===== src/hdl/rcam_pkg.sv =====
// ----------------------------------------------------------------------------
// rcam_pkg
// Shared types and constants for the red-cyan anaglyph merge.
// ----------------------------------------------------------------------------
package rcam_pkg;

  localparam int MAX_WIDTH_DEF    = 4096;
  localparam int PAD_MULTIPLE_DEF = 4;

  localparam int CFG_IDX_W  = 2;
  localparam int CFG_DATA_W = 13;
  localparam int PIX_W      = 8;
  localparam int STORE_W    = 2 * PIX_W;
  // pad count per row stays below PAD_MULTIPLE, which the user must keep at most 16; not enforced
  localparam int PAD_CW     = 4;

  localparam logic [CFG_DATA_W-1:0] WIDTH_RESET = 13'd640;

  typedef enum logic [CFG_IDX_W-1:0] {
    REG_IMAGE_WIDTH      = 2'd0,
    REG_SHIFT_CORRECTION = 2'd1,
    REG_HAS_ALPHA        = 2'd2
  } cfg_reg_e;

  typedef struct packed {
    logic [CFG_DATA_W-1:0] width;      // clamped width
    logic [CFG_DATA_W-1:0] shift_mag;  // |shift|
    logic                  neg;        // right eye delayed
    logic                  has_alpha;
  } cfg_t;

  typedef struct packed {
    logic              emit;     // item gives results
    logic              use_old;  // one eye comes from the delay store
    logic              neg;
    logic              last;     // last column of the row
    logic              alpha_en;
    logic [PAD_CW-1:0] pads;     // pad pixels after this one
  } item_ctl_t;

endpackage


===== src/hdl/rcam_col_ctrl.sv =====
// ----------------------------------------------------------------------------
// rcam_col_ctrl
// Column counter, pad phase and store addressing for each accepted item.
// ----------------------------------------------------------------------------
module rcam_col_ctrl import rcam_pkg::*; #(
  parameter int MAX_WIDTH    = MAX_WIDTH_DEF,
  parameter int PAD_MULTIPLE = PAD_MULTIPLE_DEF,
  parameter int CW           = $clog2(MAX_WIDTH)
) (
  input  logic               clk,
  input  logic               rst,
  input  cfg_t               cfg_in,
  input  logic               restart,
  input  logic               accept,
  input  logic [PIX_W-1:0]   left_red,
  input  logic [PIX_W-1:0]   left_alpha,
  input  logic [PIX_W-1:0]   right_green,
  input  logic [PIX_W-1:0]   right_blue,
  output logic [CW-1:0]      wr_addr,
  output logic [CW-1:0]      rd_addr,
  output logic [STORE_W-1:0] wr_data,
  output item_ctl_t          ctl
);

  localparam int XW = (CW + 1 > CFG_DATA_W) ? CW + 1 : CFG_DATA_W;
  localparam int PW = (PAD_MULTIPLE > 1) ? $clog2(PAD_MULTIPLE) : 1;
  localparam logic [PW-1:0] PHASE_TOP = PW'(PAD_MULTIPLE - 1);

  logic [CW-1:0] column_count;
  logic [CW-1:0] column_count_next;
  logic [PW-1:0] phase;        // output pixels of this row, modulo PAD_MULTIPLE
  logic [PW-1:0] phase_next;
  logic [PW-1:0] phase_inc;
  logic [XW-1:0] cx, wx, dx;
  logic          d_zero, in_range, emit_shift;

  always_comb begin
    cx         = XW'(column_count);
    wx         = XW'(cfg_in.width);
    dx         = XW'(cfg_in.shift_mag);
    d_zero     = (cfg_in.shift_mag == '0);
    in_range   = (dx < wx);
    emit_shift = !d_zero && in_range && (cx >= dx);

    ctl.last     = ((cx + XW'(1)) >= wx);
    ctl.emit     = d_zero || emit_shift;
    ctl.use_old  = !d_zero;
    ctl.neg      = cfg_in.neg;
    ctl.alpha_en = cfg_in.has_alpha;

    phase_inc = (phase == PHASE_TOP) ? '0 : phase + PW'(1);
    if (d_zero || phase_inc == '0)
      ctl.pads = '0;
    else
      ctl.pads = PAD_CW'(PAD_MULTIPLE - int'(phase_inc));

    column_count_next = ctl.last ? '0 : column_count + CW'(1);
    if (emit_shift)
      phase_next = ctl.last ? '0 : phase_inc;
    else
      phase_next = phase;

    wr_addr = column_count;
    rd_addr = CW'(cx - dx);
    wr_data = cfg_in.neg ? {right_blue, right_green} : {left_alpha, left_red};
  end

  always_ff @(posedge clk) begin
    if (rst || restart) begin
      column_count <= '0;
      phase        <= '0;
    end else if (accept) begin
      column_count <= column_count_next;
      phase        <= phase_next;
    end
  end

endmodule


===== config.mk =====
export PLATFORM = sky130hd
export DESIGN_NAME = rcam_col_ctrl
export DESIGN_NICKNAME = d
export VERILOG_FILES = /design/src/hdl/rcam_pkg.sv /design/src/hdl/rcam_col_ctrl.sv
export SDC_FILE = /design/constraint.sdc
export NUM_CORES = 1
export LEC_CHECK = 0
export BUFFER_PORTS_ARGS = -buffer_cell sky130_fd_sc_hd__buf_2
export CORE_MARGIN = 1
export CORE_UTILIZATION = 40
export DETAILED_ROUTE_END_ITERATION = 6
export PLACE_DENSITY = 0.71
export REMOVE_ABC_BUFFERS = 1
export SLEW_MARGIN = 30
export SYNTH_ARGS = -nofsm -noshare
export SYNTH_HDL_FRONTEND = slang
export SYNTH_SLANG_ARGS = --single-unit
export TNS_END_PERCENT = 10

===== constraint.sdc =====
create_clock -name clk -period 4.32 [get_ports clk]
set_input_delay 0.864 -clock clk [delete_from_list [all_inputs] [get_ports clk]]
set_output_delay 0.864 -clock clk [all_outputs]
set_load 0.02 [all_outputs]

# After elaboration in Yosys (flattened, before gate mapping)
# Cells that the tools add are included.
# op_classes
add_sub_neg	5
n_lt_le_gt_ge	3
n_eq_ne	1
mux	5
reduce_logical	9
# op_table
op	count
$mux W16	1
$add A12 B1 Y13 const B	1
$ge A12 B13 Y1	1
$ge A13 B13 Y1	1
$logic_not A13 Y1	1
$lt A13 B13 Y1	1
$add A12 B1 Y12 const B	1
$mux W12	1
$sub A12 B12 Y12	1
$mux W2	2
$mux W4	1
$sub A3 B2 Y4 const A	1
$logic_or A1 B1 Y1	3
$add A2 B1 Y2 const B	1
$eq A2 B2 Y1 const B	1
$logic_and A1 B1 Y1	2
$logic_not A2 Y1	1
$reduce_and A2 Y1	1
$logic_not A1 Y1	1
# word_totals
regBits	14
in_bits	64
out_inout_bits	49
elab_cells	25

# Logic depth before layout (Yosys ltp)
# logic_depth
ltp_word	5
mapped_depth	14
mapped_depth_nobuf	13

# Least setup slack after synthesis
# Ideal clock, no wire load.
# synth_path
path_kind	reg2out
start	register column_count[0], in the netlist wr_addr[0]
end	output port ctl[5] (netlist bit)
arrival_time_ps	2771
required_ps	3456
setup_slack_ps	685
path_stages_with_launch	13
path_buffers	0
cell_sequence	dfxtp_1 > ha_1 > and3_2 > and3_4 > and3_4 > and3_4 > and3_1 > ha_1 > a21oi_1 > o21a_1 > o21ai_0 > a21oi_1 > inv_1
# synth_lines
element	line_no	text
start, declared	rcam_col_ctrl.sv:29	logic [CW-1:0] column_count;
start signal, assigned	rcam_col_ctrl.sv:73	column_count <= column_count_next;
end, declared	rcam_col_ctrl.sv:22	output item_ctl_t ctl

==> metrics.md <==
| Metric | Value |
|---|---|
| Nets@finish | `507` |
| GRT overflow | `0` |
| Clock buffer count from CTS | `3` |
| Crit path max fanout | `7` |
| N_diodes | `0` |
| Pwr Total | `442 uW` |
| Core footprint | `between 5000 and 6000 sq um` |
| Outcome | `complete, no violations` |
| Crit path kind | `reg -> out` |
| CP Cell Sequence | `ha_1 > and3_2 > and3_4 > and3_4 > and3_4 > and3_1 > ha_1 > nand4_1 > nor3_1 > a21oi_2 > inv_1 > buf_2` |
| Min cycle time layout | `slightly above 4 ns` |
| Area leader, netlist | `ha_1` |
| Layout Utilization | `between 50 and 60%` |
| Worst path arrival time | `roughly 3.2 ns` |
| H-tree levels | `1` |
| CP max stage delay | `~0.46 ns` |
| Initial antenna violation count | `0` |
| Largest family of logic cells by synthesized area | `adder cells` |
| Fin Clk Skew | `just over 0.003 ns` |
| Initial Util | `42.0%` |
| Critical path depth | `12` |
| Max-Cap Viols | `0` |
| RSZ-0062 raised after global routing | `false` |
| Synth Area in Compound Gates | `between 20 and 25%` |
| Pleak | `0.00163 uW` |
| DIE WIDTH | `between 70 and 80 um` |
| Worst-Skew Late Latency | `between 0.2 and 0.25 ns` |
| Via density | `between 5 and 6` |
| Ratio of cells with drive above 1 in the final layout | `a little over a third` |
| Sequential Area | `approximately 280 sq um` |
| Largest cells by area after synthesis | `ha_1 22%, dfxtp_1 12%, mux2_2 7.8%` |
| Clk root buf | `clkbuf_8` |
| Top FF cell, synth | `dfxtp_1` |
| Post-placement cell count | `between 400 and 500` |
| Detailed placer's ending HPWL | `approximately 5.5 mm` |
| Achievable Freq | `0.246 GHz` |
| Deepest clock path buffer count | `2` |
| CTS tree | `built` |
| Mapped Area | `2320 sq um` |
| Pwr Density | `148 nW/um^2` |
| Die ar. | `a little over 6000 sq um` |
| RR Startpoint | `wr_addr[1]` |
| Cells after Synth | `295` |
| Startpoint types | `flop` |
| Post-synthesis sequential area ratio | `approximately 12%` |
| Sink Count | `14` |
| First-pass GRT wire length | `10.2 mm` |
| DR WL/cell | `between 10 and 15 um` |
| Distinct cells, synth | `52` |
| EDFF count, synth | `0` |
| Share of flip-flops with an asynchronous set or reset | `0%` |
| Fill count | `563` |
| Fin. max-slew vios | `0` |
| Worst R2R End | `wr_addr[6]` |
| Synth warnings | `0` |
| Setup crit end | `ctl[5]` |
| PortBufs | `approximately 110` |
| Final Hold Slack | `between 0.4 and 0.5 ns` |
| Worst Path Buf+Inv | `2` |
| Most frequent cells after synthesis | `40 x ha_1, 36 x inv_1, 21 x a21oi_1, 20 x nand2_1, 18 x nor2_1` |
| Multi-input gate area | `around 1900 sq um` |
| Count leader, synth | `ha_1` |
| Via count | `approximately 2500` |
| GPL Wtd Cong | `0.859` |
| All-layer global routing usage | `about a fifth` |
| Syn avg cell area | `between 7 and 8 sq um` |
| Final Hold Viols | `0` |
| Top cell by count, worst path | `and3_4` |
| DRC | `0` |
| Vias in the first global route | `approximately 2200` |
| Num ports | `roughly 110` |
| CP top delay family | `simple AND/OR/NAND/NOR gates` |
| Drt initial violations | `between 80 and 90` |
| Relative slew slack | `roughly half` |
| FF+latch count, synth | `14` |
| Worst R2R Path Depth | `13` |
| Slew @ Worst Pin | `~0.74 ns` |
| Synth Area in Adders | `between 20% and 30%` |
| Post-Synth Simple-Gate Area | `20.2%` |
| DRT antenna net count | `0` |
| Mux contribution to synthesized area | `8.18%` |
| XOR/XNOR Fraction of Synth Area | `7.16%` |
| Share of the synthesized area in the top cell type | `about 22%` |
| Setup_tns | `0 ns` |
| CP endpoint kind | `output port` |
| Setup Viol. Count Final | `0` |
| Area growth syn-to-layout | `28.2%` |
| First drt pass iteration count | `4` |
| Worst VDD drop | `0.0000877 V` |
| Tcrit/Tclk final | `94.1%` |
| Die height | `78.2 um` |
| Slowest cell on crit path | `nor3_1` |
| CP startpoint | `wr_addr[0]` |
| Final cell count without fillers | `roughly 470` |
| CP Data Required Time | `between 3 and 4 ns` |
| Clock transition at path regs | `0.06 ns` |
| Pin count of the biggest net entering global routing | `20` |
| Reg2reg setup slack | `approximately 0.64 ns` |
| Detailed Route WL | `around 6.5 mm` |
| Cell Rows | `27` |
| Min-Delay Path Class | `reg -> reg` |
[kinds of logic (layout without fill, tap and decap cells)]
| family | Yosys count | count (layout) |
|---|---|---|
| AND/OR/NAND/NOR | 83 | 83 |
| buffers and inverters | 46 | 151 |
| AO/OA/AOI/OAI | 74 | 74 |
| XOR/XNOR | 19 | 19 |
| multiplexers | 17 | 17 |
| adder cells (fa/ha/maj) | 41 | 41 |
| flip-flops | 14 | 14 |
| other | 1 | 2 |
[cells in the final DEF (no fill, tap or decap), types with 2 or more instances in the layout]
master / n
o21ai_1: 2
a21oi_1: 20
dfxtp_1: 14
o21a_1: 5
a211oi_1: 3
and4_1: 2
nand4_1: 4
and3_4: 3
nand3b_1: 2
nand2b_1: 4
a21oi_2: 2
inv_1: 36
buf_2: 108
nand2_1: 20
mux2_2: 16
o211ai_1: 2
nand3_2: 2
and3_1: 3
xor2_1: 9
conb_1: 2
ha_1: 40
o2111ai_1: 4
buf_4: 3
nor2_1: 18
nor4_1: 4
nor3_1: 5
xnor2_1: 10
a21o_1: 4
nand3_1: 5
or2b_1: 4
clkbuf_8: 4
a31oi_1: 11
nor2b_1: 2
o21ai_0: 11
[metal layers]
metal / wire, um / vias up / share of wire (%) / GRT usage (%)
met2: 3320 / 40 / 51 / 38.6
met5: 0 / - / 0 / 0
li1: - / 1275 / - / -
met1: 2930 / 1146 / 45 / 26.2
met3: 180 / 4 / 2.8 / 1.28
met4: 30 / 0 / 0.46 / 3.33
[report_power, final]
group	internal [uW]	switching [uW]
clock	80.7	47.8
combinational	78.9	103
sequential	130	1.07
total	289	152
[worst min path at each step]
stage | startpoint | to | slack (ns) | depth (start not counted)
after global placement | phase[1] | phase[1] | 0.49 | 2
after CTS | phase[1] | phase[1] | 0.49 | 2
after detailed placement | phase[1] | phase[1] | 0.48 | 2
after floorplan | phase[1] | phase[1] | 0.46 | 2
after global routing | phase[1] | phase[1] | 0.53 | 2
final | phase[1] | phase[1] | 0.49 | 2
[stage by stage]
step | instance area (sq um) | worst slack (ns)
after floorplan | 2270 | 0.685
after global placement | 2920 | 0.576
after detailed placement | 2920 | 0.469
after CTS | 2980 | 0.180
after global routing | 2980 | 0.0650
final | 2980 | 0.255
[area by class of cell]
| class | count | share of cell area [%] |
|---|---|---|
| Clock buffer | 4 | 1.85 |
| Inverter | 36 | 4.53 |
| Multi-Input combinational cell | 236 | 62.3 |
| Sequential cell | 14 | 9.40 |
| Tap cell | 72 | 3.02 |
| Timing Repair Buffer | 111 | 18.9 |
[sequential cells by signal, indices dropped and copies added (netlist names)]
name     flops
phase        2
wr_addr     12
[worst register-to-register path, cell delays in order (launching register included)]
cell and delay [ns]:
dfxtp_1 0.44, ha_1 0.28, and3_2 0.25, and3_4 0.21, and3_4 0.21, and3_4 0.21
xor2_1 0.17, ha_1 0.27, a21oi_1 0.14, o21a_1 0.11, o21ai_0 0.17, a211oi_4 0.65
or2b_1 0.28, a31oi_1 0.20
[timing repair]
action,CTS,global route
setup endpoints to repair,0,1
gates resized for setup,0,1
hold buffers,0,0
buffers inserted,0,0
(Power assumes the default switching activity.)
