File: src/hdl/rcam_pkg.sv
// ----------------------------------------------------------------------------
// rcam_pkg
// Shared types and constants for the red-cyan anaglyph merge.
// ----------------------------------------------------------------------------
package rcam_pkg;

  localparam int MAX_WIDTH_DEF    = 4096;
  localparam int PAD_MULTIPLE_DEF = 4;

  localparam int CFG_IDX_W  = 2;
  localparam int CFG_DATA_W = 13;
  localparam int PIX_W      = 8;
  localparam int STORE_W    = 2 * PIX_W;
  // pad count per row stays below PAD_MULTIPLE, which the user must keep at most 16; not enforced
  localparam int PAD_CW     = 4;

  localparam logic [CFG_DATA_W-1:0] WIDTH_RESET = 13'd640;

  typedef enum logic [CFG_IDX_W-1:0] {
    REG_IMAGE_WIDTH      = 2'd0,
    REG_SHIFT_CORRECTION = 2'd1,
    REG_HAS_ALPHA        = 2'd2
  } cfg_reg_e;

  typedef struct packed {
    logic [CFG_DATA_W-1:0] width;      // clamped width
    logic [CFG_DATA_W-1:0] shift_mag;  // |shift|
    logic                  neg;        // right eye delayed
    logic                  has_alpha;
  } cfg_t;

  typedef struct packed {
    logic              emit;     // item gives results
    logic              use_old;  // one eye comes from the delay store
    logic              neg;
    logic              last;     // last column of the row
    logic              alpha_en;
    logic [PAD_CW-1:0] pads;     // pad pixels after this one
  } item_ctl_t;

endpackage

File: src/hdl/rcam_pix_out_if.sv
// ----------------------------------------------------------------------------
// rcam_pix_out_if
// Output pixel channel with padding and row end flags.
// ----------------------------------------------------------------------------
interface rcam_pix_out_if import rcam_pkg::*; ();
  logic             valid;
  logic             ready;
  logic [PIX_W-1:0] out_red;
  logic [PIX_W-1:0] out_green;
  logic [PIX_W-1:0] out_blue;
  logic [PIX_W-1:0] out_alpha;
  logic             is_padding;
  logic             row_end;

  modport source (output valid, out_red, out_green, out_blue, out_alpha,
                  is_padding, row_end, input ready);
  modport sink   (input valid, out_red, out_green, out_blue, out_alpha,
                  is_padding, row_end, output ready);
endinterface

File: src/hdl/rcam_out_seq.sv
// ----------------------------------------------------------------------------
// rcam_out_seq
// Merge stage and pad sequencer feeding the output register.
// ----------------------------------------------------------------------------
module rcam_out_seq import rcam_pkg::*; (
  input  logic               clk,
  input  logic               rst,
  input  logic               accept,
  input  item_ctl_t          ctl,
  input  logic [PIX_W-1:0]   left_red,
  input  logic [PIX_W-1:0]   left_alpha,
  input  logic [PIX_W-1:0]   right_green,
  input  logic [PIX_W-1:0]   right_blue,
  input  logic [STORE_W-1:0] old_data,
  output logic               in_ready,
  rcam_pix_out_if.source     pix_out
);

  // merge stage: one item, its main pixel then any pad pixels
  logic              s1_valid;
  logic              s1_main;
  logic [PAD_CW-1:0] s1_rem;     // results still to follow the current one
  item_ctl_t         s1_ctl;
  logic [PIX_W-1:0]  s1_lr, s1_la, s1_rg, s1_rb;

  logic             o_valid;
  logic [PIX_W-1:0] o_red, o_green, o_blue, o_alpha;
  logic             o_pad, o_end;

  logic             o_free, s1_move, s1_fin, load;
  logic [PIX_W-1:0] m_red, m_green, m_blue, m_alpha;

  always_comb begin
    o_free   = !o_valid || pix_out.ready;
    s1_move  = s1_valid && o_free;
    s1_fin   = s1_move && (s1_rem == '0);
    in_ready = !s1_valid || s1_fin;
    load     = accept && ctl.emit;
  end

  always_comb begin
    m_red   = s1_lr;
    m_alpha = s1_la;
    m_green = s1_rg;
    m_blue  = s1_rb;
    if (s1_ctl.use_old) begin
      if (s1_ctl.neg) begin
        m_green = old_data[PIX_W-1:0];
        m_blue  = old_data[STORE_W-1:PIX_W];
      end else begin
        m_red   = old_data[PIX_W-1:0];
        m_alpha = old_data[STORE_W-1:PIX_W];
      end
    end
    if (!s1_ctl.alpha_en) m_alpha = '0;
  end

  always_ff @(posedge clk) begin
    if (rst) begin
      s1_valid <= 1'b0;
    end else if (load) begin
      s1_valid <= 1'b1;
    end else if (s1_fin) begin
      s1_valid <= 1'b0;
    end
  end

  always_ff @(posedge clk) begin
    if (load) begin
      s1_ctl  <= ctl;
      s1_main <= 1'b1;
      s1_rem  <= ctl.last ? ctl.pads : '0;
      s1_lr   <= left_red;
      s1_la   <= left_alpha;
      s1_rg   <= right_green;
      s1_rb   <= right_blue;
    end else if (s1_move) begin
      s1_main <= 1'b0;
      s1_rem  <= s1_rem - PAD_CW'(1);
    end
  end

  always_ff @(posedge clk) begin
    if (rst) begin
      o_valid <= 1'b0;
    end else if (s1_move) begin
      o_valid <= 1'b1;
    end else if (pix_out.ready) begin
      o_valid <= 1'b0;
    end
  end

  always_ff @(posedge clk) begin
    if (s1_move) begin
      o_red   <= s1_main ? m_red   : '0;
      o_green <= s1_main ? m_green : '0;
      o_blue  <= s1_main ? m_blue  : '0;
      o_alpha <= s1_main ? m_alpha : '0;
      o_pad   <= !s1_main;
      o_end   <= s1_ctl.last && (s1_rem == '0);
    end
  end

  assign pix_out.valid      = o_valid;
  assign pix_out.out_red    = o_red;
  assign pix_out.out_green  = o_green;
  assign pix_out.out_blue   = o_blue;
  assign pix_out.out_alpha  = o_alpha;
  assign pix_out.is_padding = o_pad;
  assign pix_out.row_end    = o_end;

endmodule

File: src/flat_wrapper.sv
// flat-port wrapper written by rule: the top's interface ports become plain ports
module rcam_out_seq_flat import rcam_pkg::*;
  (clk, rst, accept, ctl, left_red, left_alpha, right_green, right_blue, old_data, in_ready, pix_out_valid, pix_out_out_red, pix_out_out_green, pix_out_out_blue, pix_out_out_alpha, pix_out_is_padding, pix_out_row_end, pix_out_ready);
  rcam_pix_out_if pix_out_i ();
  input  logic clk;
  input  logic rst;
  input  logic accept;
  input  item_ctl_t ctl;
  input  logic [PIX_W-1:0] left_red;
  input  logic [PIX_W-1:0] left_alpha;
  input  logic [PIX_W-1:0] right_green;
  input  logic [PIX_W-1:0] right_blue;
  input  logic [STORE_W-1:0] old_data;
  output logic in_ready;
  output wire logic [$bits(pix_out_i.valid)-1:0] pix_out_valid;
  output wire logic [$bits(pix_out_i.out_red)-1:0] pix_out_out_red;
  output wire logic [$bits(pix_out_i.out_green)-1:0] pix_out_out_green;
  output wire logic [$bits(pix_out_i.out_blue)-1:0] pix_out_out_blue;
  output wire logic [$bits(pix_out_i.out_alpha)-1:0] pix_out_out_alpha;
  output wire logic [$bits(pix_out_i.is_padding)-1:0] pix_out_is_padding;
  output wire logic [$bits(pix_out_i.row_end)-1:0] pix_out_row_end;
  input wire logic [$bits(pix_out_i.ready)-1:0] pix_out_ready;
  assign pix_out_valid = pix_out_i.valid;
  assign pix_out_out_red = pix_out_i.out_red;
  assign pix_out_out_green = pix_out_i.out_green;
  assign pix_out_out_blue = pix_out_i.out_blue;
  assign pix_out_out_alpha = pix_out_i.out_alpha;
  assign pix_out_is_padding = pix_out_i.is_padding;
  assign pix_out_row_end = pix_out_i.row_end;
  assign pix_out_i.ready = pix_out_ready;
  rcam_out_seq u_core (.clk(clk), .rst(rst), .accept(accept), .ctl(ctl), .left_red(left_red), .left_alpha(left_alpha), .right_green(right_green), .right_blue(right_blue), .old_data(old_data), .in_ready(in_ready), .pix_out(pix_out_i));
endmodule
File: config.mk
export PLATFORM = sky130hd
export DESIGN_NAME = rcam_out_seq_flat
export DESIGN_NICKNAME = d
export VERILOG_FILES = /design/src/hdl/rcam_pkg.sv /design/src/hdl/rcam_pix_out_if.sv /design/src/hdl/rcam_out_seq.sv /design/src/flat_wrapper.sv
export SDC_FILE = /design/constraint.sdc
export NUM_CORES = 1
export LEC_CHECK = 0
export ABC_AREA = 1
export BUFFER_PORTS_ARGS = -buffer_cell sky130_fd_sc_hd__buf_2
export CAP_MARGIN = 10
export CORE_AREA = 2 2 84 86
export DETAILED_ROUTE_END_ITERATION = 8
export DIE_AREA = 0 0 86 88
export GPL_TIMING_DRIVEN = 0
export PLACE_DENSITY = 0.77
export SETUP_SLACK_MARGIN = 0.2
export SLEW_MARGIN = 20
export SYNTH_ARGS = -nofsm -noshare
export SYNTH_HDL_FRONTEND = slang
export SYNTH_SLANG_ARGS = --single-unit
File: constraint.sdc
create_clock -name clk -period 1.6 [get_ports clk]
set_input_delay 0.16 -clock clk [delete_from_list [all_inputs] [get_ports clk]]
set_output_delay 0.16 -clock clk [all_outputs]
set_load 0.01 [all_outputs]
# Yosys cells after proc, flatten, opt, wreduce, memory -nomap -nowiden
# Index checks and enable logic that the tools add are counted.
[word_totals] ff_bits=77 input_bits=61 out_inout_bits=36 wordCells=48
[classes] addsub=1 muxes=15 n_reduce_logical=14
[op_table] cell="2-to-1 mux 8 bit" n=8
[op_table] cell="2-to-1 mux 4 bit" n=3
[op_table] cell="nonzero test 2 bit" n=3
[op_table] cell="logical AND 1 bit" n=4
[op_table] cell="logical NOT 4 bit" n=1
[op_table] cell="2-to-1 mux 1 bit" n=4
[op_table] cell="subtractor 4 x 1 -> 4 bit, second input constant" n=1
[op_table] cell="logical NOT 1 bit" n=3
[op_table] cell="logical OR 1 bit" n=2
[op_table] cell="AND reduction 2 bit" n=1

# Depth between registers and ports, before layout
[depth] word_depth=6 depth_mapped=6 depth_no_buf=5

# Least setup slack after synthesis
# Ideal clock, no wire load.
[synth_timing] kind="register -> register" start="register u_core.o_valid (netlist: u_core.pix_out.valid)" end="register u_core.o_pad (netlist: u_core.pix_out.is_padding) (enable)" t_arrival_ns=1.192 required_time_ns=1.211 slack_ns=0.019 path_stages_with_launch=4 n_path_buf=0 period_less_slack_ns=1.581 cell_sequence="dfxtp_1 > nand2_1 > nand2_1 > inv_1"
[synth_between] elab_chain_len=3
[synth_lines] element="start, declared" line="rcam_out_seq.sv:26" source="logic o_valid;"
[synth_lines] element="start signal, assigned" line="rcam_out_seq.sv:85" source="o_valid <= 1'b0;"
[synth_lines] element="start signal, assigned" line="rcam_out_seq.sv:87" source="o_valid <= 1'b1;"
[synth_lines] element="start signal, assigned" line="rcam_out_seq.sv:89" source="o_valid <= 1'b0;"
[synth_lines] element="logical NOT 1 bit" line="rcam_out_seq.sv:34" source="o_free = !o_valid || pix_out.ready;"
[synth_lines] element="logical OR 1 bit" line="rcam_out_seq.sv:34"
[synth_lines] element="logical AND 1 bit" line="rcam_out_seq.sv:35" source="s1_move = s1_valid && o_free;"
[synth_lines] element="named net u_core.s1_move" line="rcam_out_seq.sv:30" source="logic o_free, s1_move, s1_fin, load;"
[synth_lines] element="end signal, assigned" line="rcam_out_seq.sv:99" source="o_pad <= !s1_main;"
[synth_lines] element="end, declared" line="rcam_out_seq.sv:28" source="logic o_pad, o_end;"
# The timed path passes the listed nets, and every way through them passes these cells.
# A chain may end at the register's enable or synchronous reset.

# Worst setup path in the final report
[layout_timing] start="register u_core.s1_rem[0]" end="output in_ready"
[layout_between] elab_chain_len=3
[layout_lines] element="start, declared" line="rcam_out_seq.sv:22" source="logic [PAD_CW-1:0] s1_rem;"
[layout_lines] element="start signal, assigned" line="rcam_out_seq.sv:72" source="s1_rem <= ctl.last ? ctl.pads : '0;"
[layout_lines] element="start signal, assigned" line="rcam_out_seq.sv:79" source="s1_rem <= s1_rem - PAD_CW'(1);"
[layout_lines] element="logical NOT 4 bit" line="rcam_out_seq.sv:36" source="s1_fin = s1_move && (s1_rem == '0);"
[layout_lines] element="logical AND 1 bit" line="rcam_out_seq.sv:36"
[layout_lines] element="logical OR 1 bit" line="rcam_out_seq.sv:37" source="in_ready = !s1_valid || s1_fin;"
[layout_lines] element="end, declared" line="flat_wrapper.sv:14" source="output logic in_ready;"
# No other way between the ends.

==> impl_metrics.env <==
export IMPL_outcome="finished, final reports clean"
export IMPL_drc=0
export IMPL_avgViaCountPerCell=4.70
export IMPL_cp_max_fo=3
export IMPL_path_clk_slew_ps=70
export IMPL_vias=2146
export IMPL_design_die_area_um2=7570
export IMPL_p_switching_mw=1.04
export IMPL_dp_hpwl_um=4020
export IMPL_synth_cells=222
export IMPL_cts_tree="done"
export IMPL_layout_min_cycle_time_ps=1430
export IMPL_pwr_share_clk_pct=32.1
export IMPL_drv_slew=0
export IMPL_drt_iter0_markers=57
export IMPL_hold_class="in2reg"
export IMPL_final_area_um2=4180
export IMPL_start_util_pct=44.4
export IMPL_fin_crit_sh_pct=89.6
export IMPL_antenna_cells=0
export IMPL_startpoint_type="flip-flop"
export IMPL_worst_skew_pair_late_latency_ps=340
export IMPL_cp_end_kind="primary output"
export IMPL_setup_viol=0
export IMPL_ys_seq_area_share_pct=77.3
export IMPL_die_h_um=88
export IMPL_seq_power_share_pct=54.7
export IMPL_maxCapViolCount=0
export IMPL_grt_pass1_vias=2140
export IMPL_drt_pass1_iterations=4
export IMPL_tightest_slew_ps=483
export IMPL_drive_gt1_share_pct=38.2
export IMPL_die_width_um=86
export IMPL_n_fill_cell=530
export IMPL_post_route_util_pct=62.9
export IMPL_num_nets_final=435
export IMPL_grt_max_degree=21
export IMPL_power_total_mw=4.47
export IMPL_comb_power_share_pct=13.2
export IMPL_hold_viol=0
export IMPL_cts_buffers=9
export IMPL_finClkSkew_ps=12.2
export IMPL_final_cells=457
export IMPL_h_tree_depth=3
export IMPL_p_leak_nw=1.72
export IMPL_final_cell_mix="buf_2 (98), edfxtp_1 (74), nor2_1 (62), dlygate4sd3_1 (33), o21ai_1 (20)"
export IMPL_wl_um=6530
export IMPL_antenna_found_initial=0
export IMPL_peakVddDrop_mv=0.618
export IMPL_arrival_ps=1270
export IMPL_dp_slack_ps=-322
export IMPL_switching_share_pct=23.4
export IMPL_yosys_warnings=0
export IMPL_path_class="reg2out"
export IMPL_synthesis_area_um2=2950
export IMPL_grt_pass1_wl_um=9920
export IMPL_wl_per_cell_um=14.3
export IMPL_grt_util_all_layers_pct=17.8
export IMPL_areaGrowthSynthToFinish_pct=41.7
export IMPL_placed_area_um2=3540
export IMPL_synth_cell_types=22
export IMPL_cts_root_buf="clkbuf_8"
export IMPL_worstPathRequired_ps=1440
export IMPL_setup_ws_ps=166
export IMPL_place_inst=398
export IMPL_antenna_left=0
export IMPL_grt_overflow_total=0
export IMPL_syn_avg_cell_area_um2=13.3
export IMPL_fp_coreArea_um2=6640
export IMPL_clkSinkCount=77
export IMPL_p_int_mw=3.43
export IMPL_ys_seq_elements=77
export IMPL_place_gp_congestion=0.751
export IMPL_portBuffers=96
export IMPL_p_per_area_nw_per_um2=1070
export IMPL_pin_count=97
export IMPL_whs_ps=19.0
export IMPL_final_common_cell="buf_2"
export IMPL_clockBufferDepth=2
export IMPL_rows=30
export IMPL_max_freq_mhz=697
export IMPL_fin_setup_tns_ps=0
export IMPL_grt_setup_unrepaired="yes"
export IMPL_syn_nets=285
export IMPL_relSlewSlack_pct=67.7
## worst max-delay path, stage by stage (launching register included)
cell and delay, ps:
edfxtp_1 430, inv_2 110, ha_4 140, nand3_2 70, nand2_2 70, buf_2 120
## state kept, by name (all words and copies together), names as in the netlist
name,count
u_core.s1_rg,8
u_core.s1_rb,8
u_core.pix_out.valid,1
u_core.s1_valid,1
u_core.pix_out.out_blue,8
u_core.pix_out.out_green,8
u_core.s1_la,8
u_core.pix_out.out_red,8
u_core.pix_out.is_padding,1
u_core.pix_out.row_end,1
u_core.s1_ctl,4
u_core.s1_main,1
u_core.pix_out.out_alpha,8
u_core.s1_lr,8
u_core.s1_rem,4
## final cells by class
cell class                 instances  area (um2)  share of cell area [%]
buffer                             6        48.8                    1.17
clock buffer                      12         145                    3.47
clock inverter                     4        48.8                    1.17
inverter                          13        60.1                    1.44
multi-input combinational        126         599                    14.3
sequential                        77        2280                    54.6
tap                               80         100                    2.39
timing repair buffer             136         876                    20.9
timing repair inverter             3        20.0                   0.479
## routing by layer
metal / GRT usage [%] / part of all wire [%] / wire, um
met3: 3.68 / 4.9 / 322
met4: 7.50 / 1.1 / 73
met5: 0 / 0 / 0
met1: 21.1 / 40 / 2630
met2: 31.5 / 54 / 3500
## power by group through the flow
stage          registers, mW  clock network, mW  logic [mW]
5_1_grt                 2.46               1.54       0.664
4_1_cts                 2.45               1.46       0.567
6_report                2.45               1.43       0.592
3_3_place_gp            2.49                  0       0.470
2_1_floorplan           2.51                  0       0.248
3_5_place_dp            2.49                  0       0.486
## kinds of logic after synthesis
family                   synth area share, %
buffers and inverters                   3.39
flip-flops                              77.3
XOR/XNOR                               0.297
adder cells (fa/ha/maj)                0.848
AO/OA/AOI/OAI                           6.44
AND/OR/NAND/NOR                         11.7
## cell usage after synthesis
master    instances  share of area (%)
xnor2_1           1               0.30
nand2_2           1               0.21
buf_2             2               0.34
dfxtp_1           3                2.0
a21oi_1           2               0.34
ha_1              2               0.85
nand3_1           3               0.51
nor2_2            3               0.64
inv_4             1               0.21
clkbuf_1          1               0.13
o21ai_0          16                2.7
nor2_1           63                8.0
inv_2             1               0.13
nor2_4            1               0.38
nand2_1          12                1.5
buf_6             3                1.1
nand4_1           1               0.21
edfxtp_1         74                 75
clkinv_2          1               0.17
and3_1            1               0.21
inv_1            10                1.3
o21ai_1          20                3.4
## path summary, 6_finish.rpt
path	startpoint	to	slack [ps]	cells after the start
setup reg to reg	u_core.s1_ctl[6]$_DFFE_PP_	u_core.pix_out.out_alpha[2]$_SDFFCE_PN0P_	280	5
hold reg to reg	u_core.s1_rb[2]$_DFFE_PP_	u_core.pix_out.out_blue[2]$_SDFFCE_PN0P_	560	2
setup / recovery	u_core.s1_rem[0]$_DFFE_PP_	in_ready	170	5
hold / removal	right_blue[2]	u_core.s1_rb[2]$_DFFE_PP_	20	1
## timing repair
item	in CTS	in global routing
pin swaps	2	1
resized for setup	6	6
hold endpoints to repair	33	1
gates cloned	2	1
buffers inserted	1	6
setup endpoints to repair	75	43
hold buffers	32	1
(Power assumes the default switching activity.)
