`config.mk`:
```
export PLATFORM = sky130hd
export DESIGN_NAME = rcam_cfg_regs_flat
export DESIGN_NICKNAME = d
export VERILOG_FILES = /design/src/hdl/rcam_pkg.sv /design/src/hdl/rcam_cfg_if.sv /design/src/hdl/rcam_cfg_regs.sv /design/src/flat_wrapper.sv
export SDC_FILE = /design/constraint.sdc
export NUM_CORES = 1
export LEC_CHECK = 0
export ABC_AREA = 1
export BUFFER_PORTS_ARGS = -buffer_cell sky130_fd_sc_hd__buf_2
export CAP_MARGIN = 20
export CORE_ASPECT_RATIO = 1.75
export CORE_UTILIZATION = 45
export CTS_CLUSTER_SIZE = 40
export DETAILED_ROUTE_END_ITERATION = 6
export PLACE_DENSITY = 0.75
export SETUP_SLACK_MARGIN = 0.1
export SLEW_MARGIN = 30
export SYNTH_ARGS = -nofsm -noshare
export SYNTH_HDL_FRONTEND = slang
export SYNTH_SLANG_ARGS = --single-unit
```
`constraint.sdc`:
```
create_clock -name clk -period 0.9 [get_ports clk]
set_input_delay 0.045 -clock clk [delete_from_list [all_inputs] [get_ports clk]]
set_output_delay 0.045 -clock clk [all_outputs]
set_load 0.01 [all_outputs]
```
`src/hdl/rcam_pkg.sv`:
```
// ----------------------------------------------------------------------------
// rcam_pkg
// Shared types and constants for the red-cyan anaglyph merge.
// ----------------------------------------------------------------------------
package rcam_pkg;

  localparam int MAX_WIDTH_DEF    = 4096;
  localparam int PAD_MULTIPLE_DEF = 4;

  localparam int CFG_IDX_W  = 2;
  localparam int CFG_DATA_W = 13;
  localparam int PIX_W      = 8;
  localparam int STORE_W    = 2 * PIX_W;
  // pad count per row stays below PAD_MULTIPLE, which the user must keep at most 16; not enforced
  localparam int PAD_CW     = 4;

  localparam logic [CFG_DATA_W-1:0] WIDTH_RESET = 13'd640;

  typedef enum logic [CFG_IDX_W-1:0] {
    REG_IMAGE_WIDTH      = 2'd0,
    REG_SHIFT_CORRECTION = 2'd1,
    REG_HAS_ALPHA        = 2'd2
  } cfg_reg_e;

  typedef struct packed {
    logic [CFG_DATA_W-1:0] width;      // clamped width
    logic [CFG_DATA_W-1:0] shift_mag;  // |shift|
    logic                  neg;        // right eye delayed
    logic                  has_alpha;
  } cfg_t;

  typedef struct packed {
    logic              emit;     // item gives results
    logic              use_old;  // one eye comes from the delay store
    logic              neg;
    logic              last;     // last column of the row
    logic              alpha_en;
    logic [PAD_CW-1:0] pads;     // pad pixels after this one
  } item_ctl_t;

endpackage

```
`src/hdl/rcam_cfg_if.sv`:
```
// ----------------------------------------------------------------------------
// rcam_cfg_if
// Register write channel: index and data.
// ----------------------------------------------------------------------------
interface rcam_cfg_if import rcam_pkg::*; ();
  logic                  valid;
  logic                  ready;
  logic [CFG_IDX_W-1:0]  index;
  logic [CFG_DATA_W-1:0] data;

  modport source (output valid, index, data, input ready);
  modport sink   (input valid, index, data, output ready);
endinterface

```
`src/hdl/rcam_cfg_regs.sv`:
```
// ----------------------------------------------------------------------------
// rcam_cfg_regs
// Configuration registers, width clamp and shift magnitude.
// ----------------------------------------------------------------------------
module rcam_cfg_regs import rcam_pkg::*; #(
  parameter int MAX_WIDTH = MAX_WIDTH_DEF
) (
  input  logic           clk,
  input  logic           rst,
  rcam_cfg_if.sink       cfg,
  output cfg_t           cfg_out,
  output logic           restart
);

  localparam int MAXW_C = (MAX_WIDTH > 8191) ? 8191 : MAX_WIDTH;
  localparam logic [CFG_DATA_W-1:0] MAXW = CFG_DATA_W'(MAXW_C);

  logic [CFG_DATA_W-1:0] image_width;
  logic [CFG_DATA_W-1:0] shift_correction;
  logic                  has_alpha;
  logic                  wr;

  assign cfg.ready = 1'b1;
  assign wr        = cfg.valid;

  always_ff @(posedge clk) begin
    if (rst) begin
      image_width      <= WIDTH_RESET;
      shift_correction <= '0;
      has_alpha        <= 1'b0;
    end else if (wr) begin
      unique case (cfg.index)
        REG_IMAGE_WIDTH:      image_width      <= cfg.data;
        REG_SHIFT_CORRECTION: shift_correction <= cfg.data;
        REG_HAS_ALPHA:        has_alpha        <= cfg.data[0];
        default: ;
      endcase
    end
  end

  always_comb begin
    restart = wr && ((cfg.index == REG_IMAGE_WIDTH) ||
                     (cfg.index == REG_SHIFT_CORRECTION));
  end

  always_comb begin
    if (image_width == '0)
      cfg_out.width = CFG_DATA_W'(1);
    else if (image_width > MAXW)
      cfg_out.width = MAXW;
    else
      cfg_out.width = image_width;
    cfg_out.neg       = shift_correction[CFG_DATA_W-1];
    cfg_out.shift_mag = cfg_out.neg ? (~shift_correction + CFG_DATA_W'(1))
                                    : shift_correction;
    cfg_out.has_alpha = has_alpha;
  end

endmodule

```
`src/flat_wrapper.sv`:
```
// flat-port wrapper written by rule: the top's interface ports become plain ports
module rcam_cfg_regs_flat import rcam_pkg::*;
#(
  parameter int MAX_WIDTH = MAX_WIDTH_DEF
)
  (clk, rst, cfg_out, restart, cfg_valid, cfg_index, cfg_data, cfg_ready);
  rcam_cfg_if cfg_i ();
  input  logic clk;
  input  logic rst;
  output cfg_t cfg_out;
  output logic restart;
  input wire logic [$bits(cfg_i.valid)-1:0] cfg_valid;
  input wire logic [$bits(cfg_i.index)-1:0] cfg_index;
  input wire logic [$bits(cfg_i.data)-1:0] cfg_data;
  output wire logic [$bits(cfg_i.ready)-1:0] cfg_ready;
  assign cfg_i.valid = cfg_valid;
  assign cfg_i.index = cfg_index;
  assign cfg_i.data = cfg_data;
  assign cfg_ready = cfg_i.ready;
  rcam_cfg_regs #(.MAX_WIDTH(MAX_WIDTH)) u_core (.clk(clk), .rst(rst), .cfg(cfg_i), .cfg_out(cfg_out), .restart(restart));
endmodule
```
# Yosys cells after proc, flatten, opt, wreduce, memory -nomap -nowiden
# Index checks and enable logic that the tools add are counted.
totals:
  register_bits: 27
  romBits: 0
  n_memories: 0
  out_inout_bits: 30
  elab_cells: 18
  ram_bits: 0
  latchBits: 0
op_classes:
  div: 0
  multipliers: 0
  shifts: 0
  bitwise: 1
  n_reduce_logical: 7
  mux: 3
  add_sub_neg: 1
  n_eq_ne: 2
  n_lt_le_gt_ge: 1
op_table:
  columns: ["op", "count"]
  rows:
  - ["two-way mux 13 bit", 3]
  - ["adder 13 x 1 -> 13 bit, second input constant", 1]
  - ["greater-than comparator 13 bit, second input constant", 1]
  - ["logical NOT 13 bit", 1]
  - ["NOT 13 bit", 1]
  - ["AND reduction 2 bit", 3]
  - ["== test 2 x 1 -> 1 bit, second input constant", 1]
  - ["== test 2 bit, second input constant", 1]
  - ["logical NOT 2 bit", 1]
  - ["logical AND 1 bit", 1]
  - ["logical OR 1 bit", 1]

# Depth between registers and ports, before layout
# Gate-level depths: netlist (run 1).
depth:
  depth_word: 3
  mapped_depth: 7

# Worst setup path after synthesis (run 1)
# No wires, ideal clock.
synth_path:
  path_type: "flip-flop to output port"
  start: "register u_core.image_width[0]"
  end: "output cfg_out[16] (netlist bit)"
  path_buffers: 0
  slack_ns: -0.126
  path_stages_with_launch: 6
  t_required_ns: 0.855
  t_arrival_ns: 0.981
  path_cell_list: "dfxtp_1 > nor2_1 > nand2_1 > nor2_1 > nand2_1 > a21boi_0"
synth_lines:
  columns: ["element", "line", "text"]
  rows:
  - ["start: declaration", "rcam_cfg_regs.sv:18", "logic [CFG_DATA_W-1:0] image_width;"]
  - ["start signal: assignment", "rcam_cfg_regs.sv:33", "REG_IMAGE_WIDTH: image_width <= cfg.data;"]
  - ["end: declaration", "flat_wrapper.sv:10", "output cfg_t cfg_out;"]

==> results of run 1 <==
==> area by class of cell <==
| cell class | count | area, µm² |
|---|---|---|
| multi-input combinational | 147 | 988 |
| fill | 235 | 768 |
| timing repair buffer | 79 | 591 |
| sequential | 27 | 562 |
| inverter | 25 | 98.8 |
| tap | 43 | 53.8 |
| clock buffer | 3 | 41.3 |
| clock inverter | 1 | 5.00 |
==> where the power goes <==
part / switching, mW / total [mW] / internal (mW) / leakage (nW)
Sequential: 0.0562 / 1.31 / 1.26 / 0.227
Combinational: 0.453 / 0.864 / 0.411 / 0.879
Clock: 0.380 / 0.691 / 0.311 / 0.0255
Total: 0.889 / 2.87 / 1.98 / 1.13
==> worst max-delay path by stage <==
stage                                start          end  slack, ns  cells past startpoint
global placement     u_core.image_width[4]  cfg_out[15]      -0.23                      6
detailed placement  u_core.image_width[11]  cfg_out[19]      -0.26                      6
CTS                 u_core.image_width[11]  cfg_out[19]      -0.50                      6
finish               u_core.image_width[8]  cfg_out[20]      -0.52                      6
floorplan            u_core.image_width[0]  cfg_out[18]      -0.06                      5
global route         u_core.image_width[8]  cfg_out[15]      -0.58                      6
==> logic make-up after synthesis <==
group | Yosys count
adders and majority gates | 1
buffers and inverters | 38
and+or+nand+nor | 80
AOI/OAI and AO/OA | 59
xor gates and xnor gates | 5
DFF | 27
other | 1
==> timing repair <==
item | in CTS | in global routing
endpoints found under the setup margin | 27 | 31
resized for setup | 28 | 31
cloned | 0 | 2
pin swaps | 15 | 20
buffers inserted | 2 | 2
hold buffers | 2 | 0
hold endpoints to repair | 3 | 0
==> layer usage <==
layer	track usage	wire length, µm	vias to the layer above
met3	0.0165	111	15
met4	0.136	187	0
met2	0.417	2320	45
met1	0.248	1500	766
met5	0	0	-
li1	-	-	827
==> sequential cells by signal, indices dropped and copies added, names as in the netlist <==
signal	count
u_core.image_width	13
u_core.has_alpha	1
u_core.shift_correction	13
==> worst max-delay path, delay by kind of cell (launching register included) <==
kind	cells	cell delay (ns)
and+or+nand+nor	4	0.49
DFF	1	0.33
AOI/OAI and AO/OA	1	0.14
buffers and inverters	1	0.14
==> synthesized netlist by cell type <==
cell type	count
inv_2	2
nor3_1	1
ha_1	1
nand4_1	4
clkbuf_1	4
clkbuf_8	1
xor2_1	5
nor2_1	25
o211ai_1	1
nand2_1	37
nand3_1	10
nor2_4	1
o21ai_2	2
a21boi_0	4
buf_2	1
o21ai_1	15
dfxtp_1	27
o21ai_0	11
a21oi_1	26
conb_1	1
nand2_4	2
buf_4	4
inv_1	23
buf_6	3
==> stage by stage <==
step / utilization / instance area (µm²) / TNS, ns
after floorplan: - / 1600 / -0.602
after detailed placement: 0.642 / 2000 / -3.95
after global routing: 0.753 / 2340 / -11.63
after CTS: 0.705 / 2190 / -10.00
final: 0.753 / 2340 / -10.04
after global placement: 0.642 / 2000 / -3.33
==> metrics.txt, run 1 <==
H-Tree Depth 1; Vias/cell 5.09; post-synthesis adder-cell area fraction 0.00861; Post-Syn Nets 230; IO Port Bufs 46; final net count 302; crit path max fanout 4; GPL Wtd Cong 0.871; status finished with violations; worst r2r src u_core.shift_correction[12]; Clock Tree Buf Depth 2; RSZ-0062 raised after global routing yes; critical path class register to output pin; number of synthesized register bits 27; commonest non-fill, non-tap cells in the layout buf_2 (36), buf_4 (25), nand2_1 (20), inv_1 (20), a21oi_1 (20); global-route wire length before repair 6220 µm; Worst Hold Slack 0.00102 ns; per-cell routed wire length 12.7 µm; Final Power 2.87 mW; placed insts 314; CP peak stage delay 0.33 ns; Final Cycle Share 1.58; vias in the first global route 1,541; Routed Antenna Nets 0; final clock skew 0 ns; CP cell instances nor2_1, nand2_1, nor2_4, nand2_2, a21oi_2, buf_2; final hold vios 0; layout cell share with drive strength beyond 1 0.543; I/O pins 48; Total Routing Usage GR 0.233; CP startpoint kind register; R2R Setup Slk 0.11 ns; synth warn 0; Reg2Reg Depth 3; r2r endpoint u_core.shift_correction[12]; Die ar. 0.00347 mm²; minimum clock period 1.42 ns; initial antenna violation count 0; hpwl dp 2870 µm; Pwr Density 1230 mW/mm²; Hold Startpoint cfg_data[7]; CORE AREA 0.00311 mm²; peak supply drop 1.33 mV; die width 45.0 µm; cell count after synthesis 211; Yosys top cell by area dfxtp_1; Slew Limit Fails 0; Area Growth Syn to Fin 60.9%; Worst EP arrival 1.38 ns; global route overflow 0; final wirelength 4120 µm; # clock sinks 27; Final Setup Violations 26; XOR/XNOR share of the synthesized area 0.0301; Starting Density 0.468; failing checks setup timing; CP max-delay cell dfxtp_1; Syn Std Cell Area 0.00145 mm²; Final WS setup -0.524 ns; Synth Area in Simple Gates 0.238; post-synth top area share 0.372; Rows 27; initial DRC count 21; Peak Freq 0.702 GHz; synthesized area per cell 6.89 µm²; Max Cap Violations 0; Diodes inserted 0; Post-Layout Cell Count 325; CP required 0.85 ns; total number of vias 1,653; First-pass DRT Iterations 4; Die H 77.2 µm; DRC 0; critical path endpoint category output pin; largest net degree at the start of global routing 26; Hold Path Cell Cnt 3; synth unique cells 24; CTS tree built; largest family of logic cells by synthesized area simple AND/OR/NAND/NOR gates; sequential share of the synthesized area 0.372; Hold WC Path Type input port to register; clock latency on the worst-skew pair 0.27 ns; pre-CTS setup slack -0.263 ns; mux share of post-synthesis cell area 0; LEAKAGE 1.13 nW; Root Buffer clkbuf_8; Clk pin slew, worst setup/hold paths 0.09 ns; Compound-Gate Fraction of Synth Area 0.217; TritonCTS Buffers 3; leading cell type in the layout, fill and taps excluded buf_2; WHS Endpoint u_core.image_width[7]; ranking of synthesized cells by area dfxtp_1 (37%), nand2_1 (9.6%), a21oi_1 (9.0%)
Power figures use the tool's default switching activity.
==> inputs of run 2 (changes only) <==
CAP_MARGIN = 15   (was 20)
MAX_ROUTING_LAYER = met4   (was unset)
PLACE_DENSITY = 0.72   (was 0.75)
==> run 2 against run 1 <==
  * The run still ends with setup timing left
  * Combinational power about the same
  * First-iteration DRC count grew 110%
  * Sequential power about the same
  * Via count fell by 2.4%
==> metrics.txt, run 2 (same netlist as run 1, synthesis figures left out) <==
total number of vias 1,614 (-2.4%); commonest non-fill, non-tap cells in the layout buf_2 (36), buf_4 (24), inv_1 (20); largest net degree at the start of global routing 26 (unchanged); Final Power 2.85 mW (-0.64%); critical path class register to output pin; Final WS setup -0.537 ns (-0.0133 ns); Max Cap Violations 0 (unchanged); TritonCTS Buffers 3 (unchanged); # clock sinks 27 (unchanged); final instance area 0.00234 mm² (+0.21%); per-cell routed wire length 12.4 µm (-1.9%); initial antenna violation count 0 (unchanged); Diodes inserted 0 (unchanged); TNS Setup -10.11 ns (-0.0702 ns); r2r endpoint u_core.shift_correction[12]; Total Routing Usage GR 0.244 (+0.0105); global route overflow 0 (unchanged); Hold Startpoint cfg_data[7]; Hold WC Path Type input port to register; CP required 0.85 ns (about the same); Rows 27 (unchanged); GPL Wtd Cong 0.896 (+2.9%); final net count 301 (-0.33%); crit path max fanout 5 (+1); Final Cycle Share 1.60 (+0.0148); critical path endpoint category output pin; pre-CTS setup slack -0.253 ns (+0.00945 ns); Die H 77.2 µm (unchanged); Reg2Reg Depth 3 (unchanged); Worst EP arrival 1.39 ns (about the same); clock latency on the worst-skew pair 0.27 ns (about the same); largest registers u_core.image_width (13), u_core.shift_correction (13), u_core.has_alpha (1); I/O pins 48 (unchanged); CORE AREA 0.00311 mm² (unchanged); CP Capture Point cfg_out[19]; H-Tree Depth 1 (unchanged); die width 45.0 µm (unchanged); Vias/cell 4.98 (-2.1%); Pwr Density 1210 mW/mm² (-0.85%); Peak Freq 0.696 GHz (-0.93%); Routed Antenna Nets 0 (unchanged); vias in the first global route 1,460 (-5.3%); Area Growth Syn to Fin 61.3%; failing checks setup timing; minimum clock period 1.44 ns (+0.0133 ns); global-route wire length before repair 6220 µm (-0.11%); layout cell share with drive strength beyond 1 0.541 (-0.00163); post-layout util 0.754 (+0.00161); RSZ-0062 raised after global routing yes; met2 Usage GRT 0.441 (+0.0232); Final Setup Violations 26 (unchanged); final hold vios 0 (unchanged); Root Buffer clkbuf_8; IO Port Bufs 46 (unchanged); placed inst area 0.00201 mm² (+0.63%); worst setup path startpoint u_core.image_width[7]; Clk pin slew, worst setup/hold paths 0.09 ns (about the same); Starting Density 0.468 (unchanged); CTS tree built; CP startpoint kind register; Post-Layout Cell Count 324 (-0.31%); Clock Tree Buf Depth 2 (unchanged); R2R Setup Slk 0.11 ns (about the same); worst r2r src u_core.shift_correction[12]; First-pass DRT Iterations 4 (unchanged); peak supply drop 1.27 mV (-4.3%); Worst Hold Slack 0.0172 ns (+0.0162 ns); final wirelength 4030 µm (-2.2%); LEAKAGE 1.12 nW (-1.3%); met1 Usage GRT 0.250 (+0.00220); met3 Use GR 0.0141 (-0.00235); GR peak layer met2; final clock skew 0 ns (unchanged); Slew Limit Fails 0 (unchanged); leading cell type in the layout, fill and taps excluded buf_2; DRC 0 (unchanged); hpwl dp 2870 µm (about the same); status finished with violations; placed insts 314 (unchanged); Die ar. 0.00347 mm² (unchanged); initial DRC count 44 (+110%)
[run 2: cell count changes in the layout (fill, tap and decap cells not counted), sizes merged]
cell	change
clkinv	-1
[run 2: timing repair]
action,4_1_cts,5_1_grt
hold endpoints to repair,3,0
cloned,1,1
hold buffers,2,0
setup buffers,2,2
endpoints found under the setup margin,28,30
pin swaps,19,13
gates resized for setup,30,31
[run 2: where the power goes]
part	total, mW	switching [mW]	internal, mW	leakage, nW
logic	0.866	0.451	0.415	0.867
registers	1.31	0.0534	1.25	0.227
clock network	0.676	0.358	0.317	0.0228
total	2.85	0.863	1.99	1.12
[run 2: cell type report]
cell class	count	area, µm²
inverter	25	96.3
clock buffer	4	45.0
fill	244	763
multi-input combinational	147	991
tap	43	53.8
sequential	27	564
timing repair buffer	78	594
[run 2: critical path: stages (launching register included)]
cell and delay, ns:
dfxtp_1 0.33, nor2_1 0.12, nand2_1 0.12, nor2_4 0.17, nand2_4 0.11, a21oi_2 0.13
buf_2 0.14
[run 2: how the worst min path moves through the flow]
| stage | to | slack, ns | cells after the start |
|---|---|---|---|
| after floorplan | u_core.has_alpha | 0.11 | 1 |
| after global placement | u_core.shift_correction[7] | 0.26 | 2 |
| after detailed placement | u_core.shift_correction[7] | 0.27 | 2 |
| after CTS | u_core.image_width[7] | 0.009 | 3 |
| after global routing | u_core.image_width[7] | 0.01 | 3 |
| final | u_core.image_width[7] | 0.02 | 3 |
[run 2: per-layer routing]
metal | up-vias | part of all wire | routed length [µm]
li1 | 819 | - | -
met1 | 740 | 0.37 | 1490
met2 | 40 | 0.56 | 2270
met3 | 15 | 0.031 | 124
met4 | 0 | 0.039 | 156
met5 | - | 0 | 0
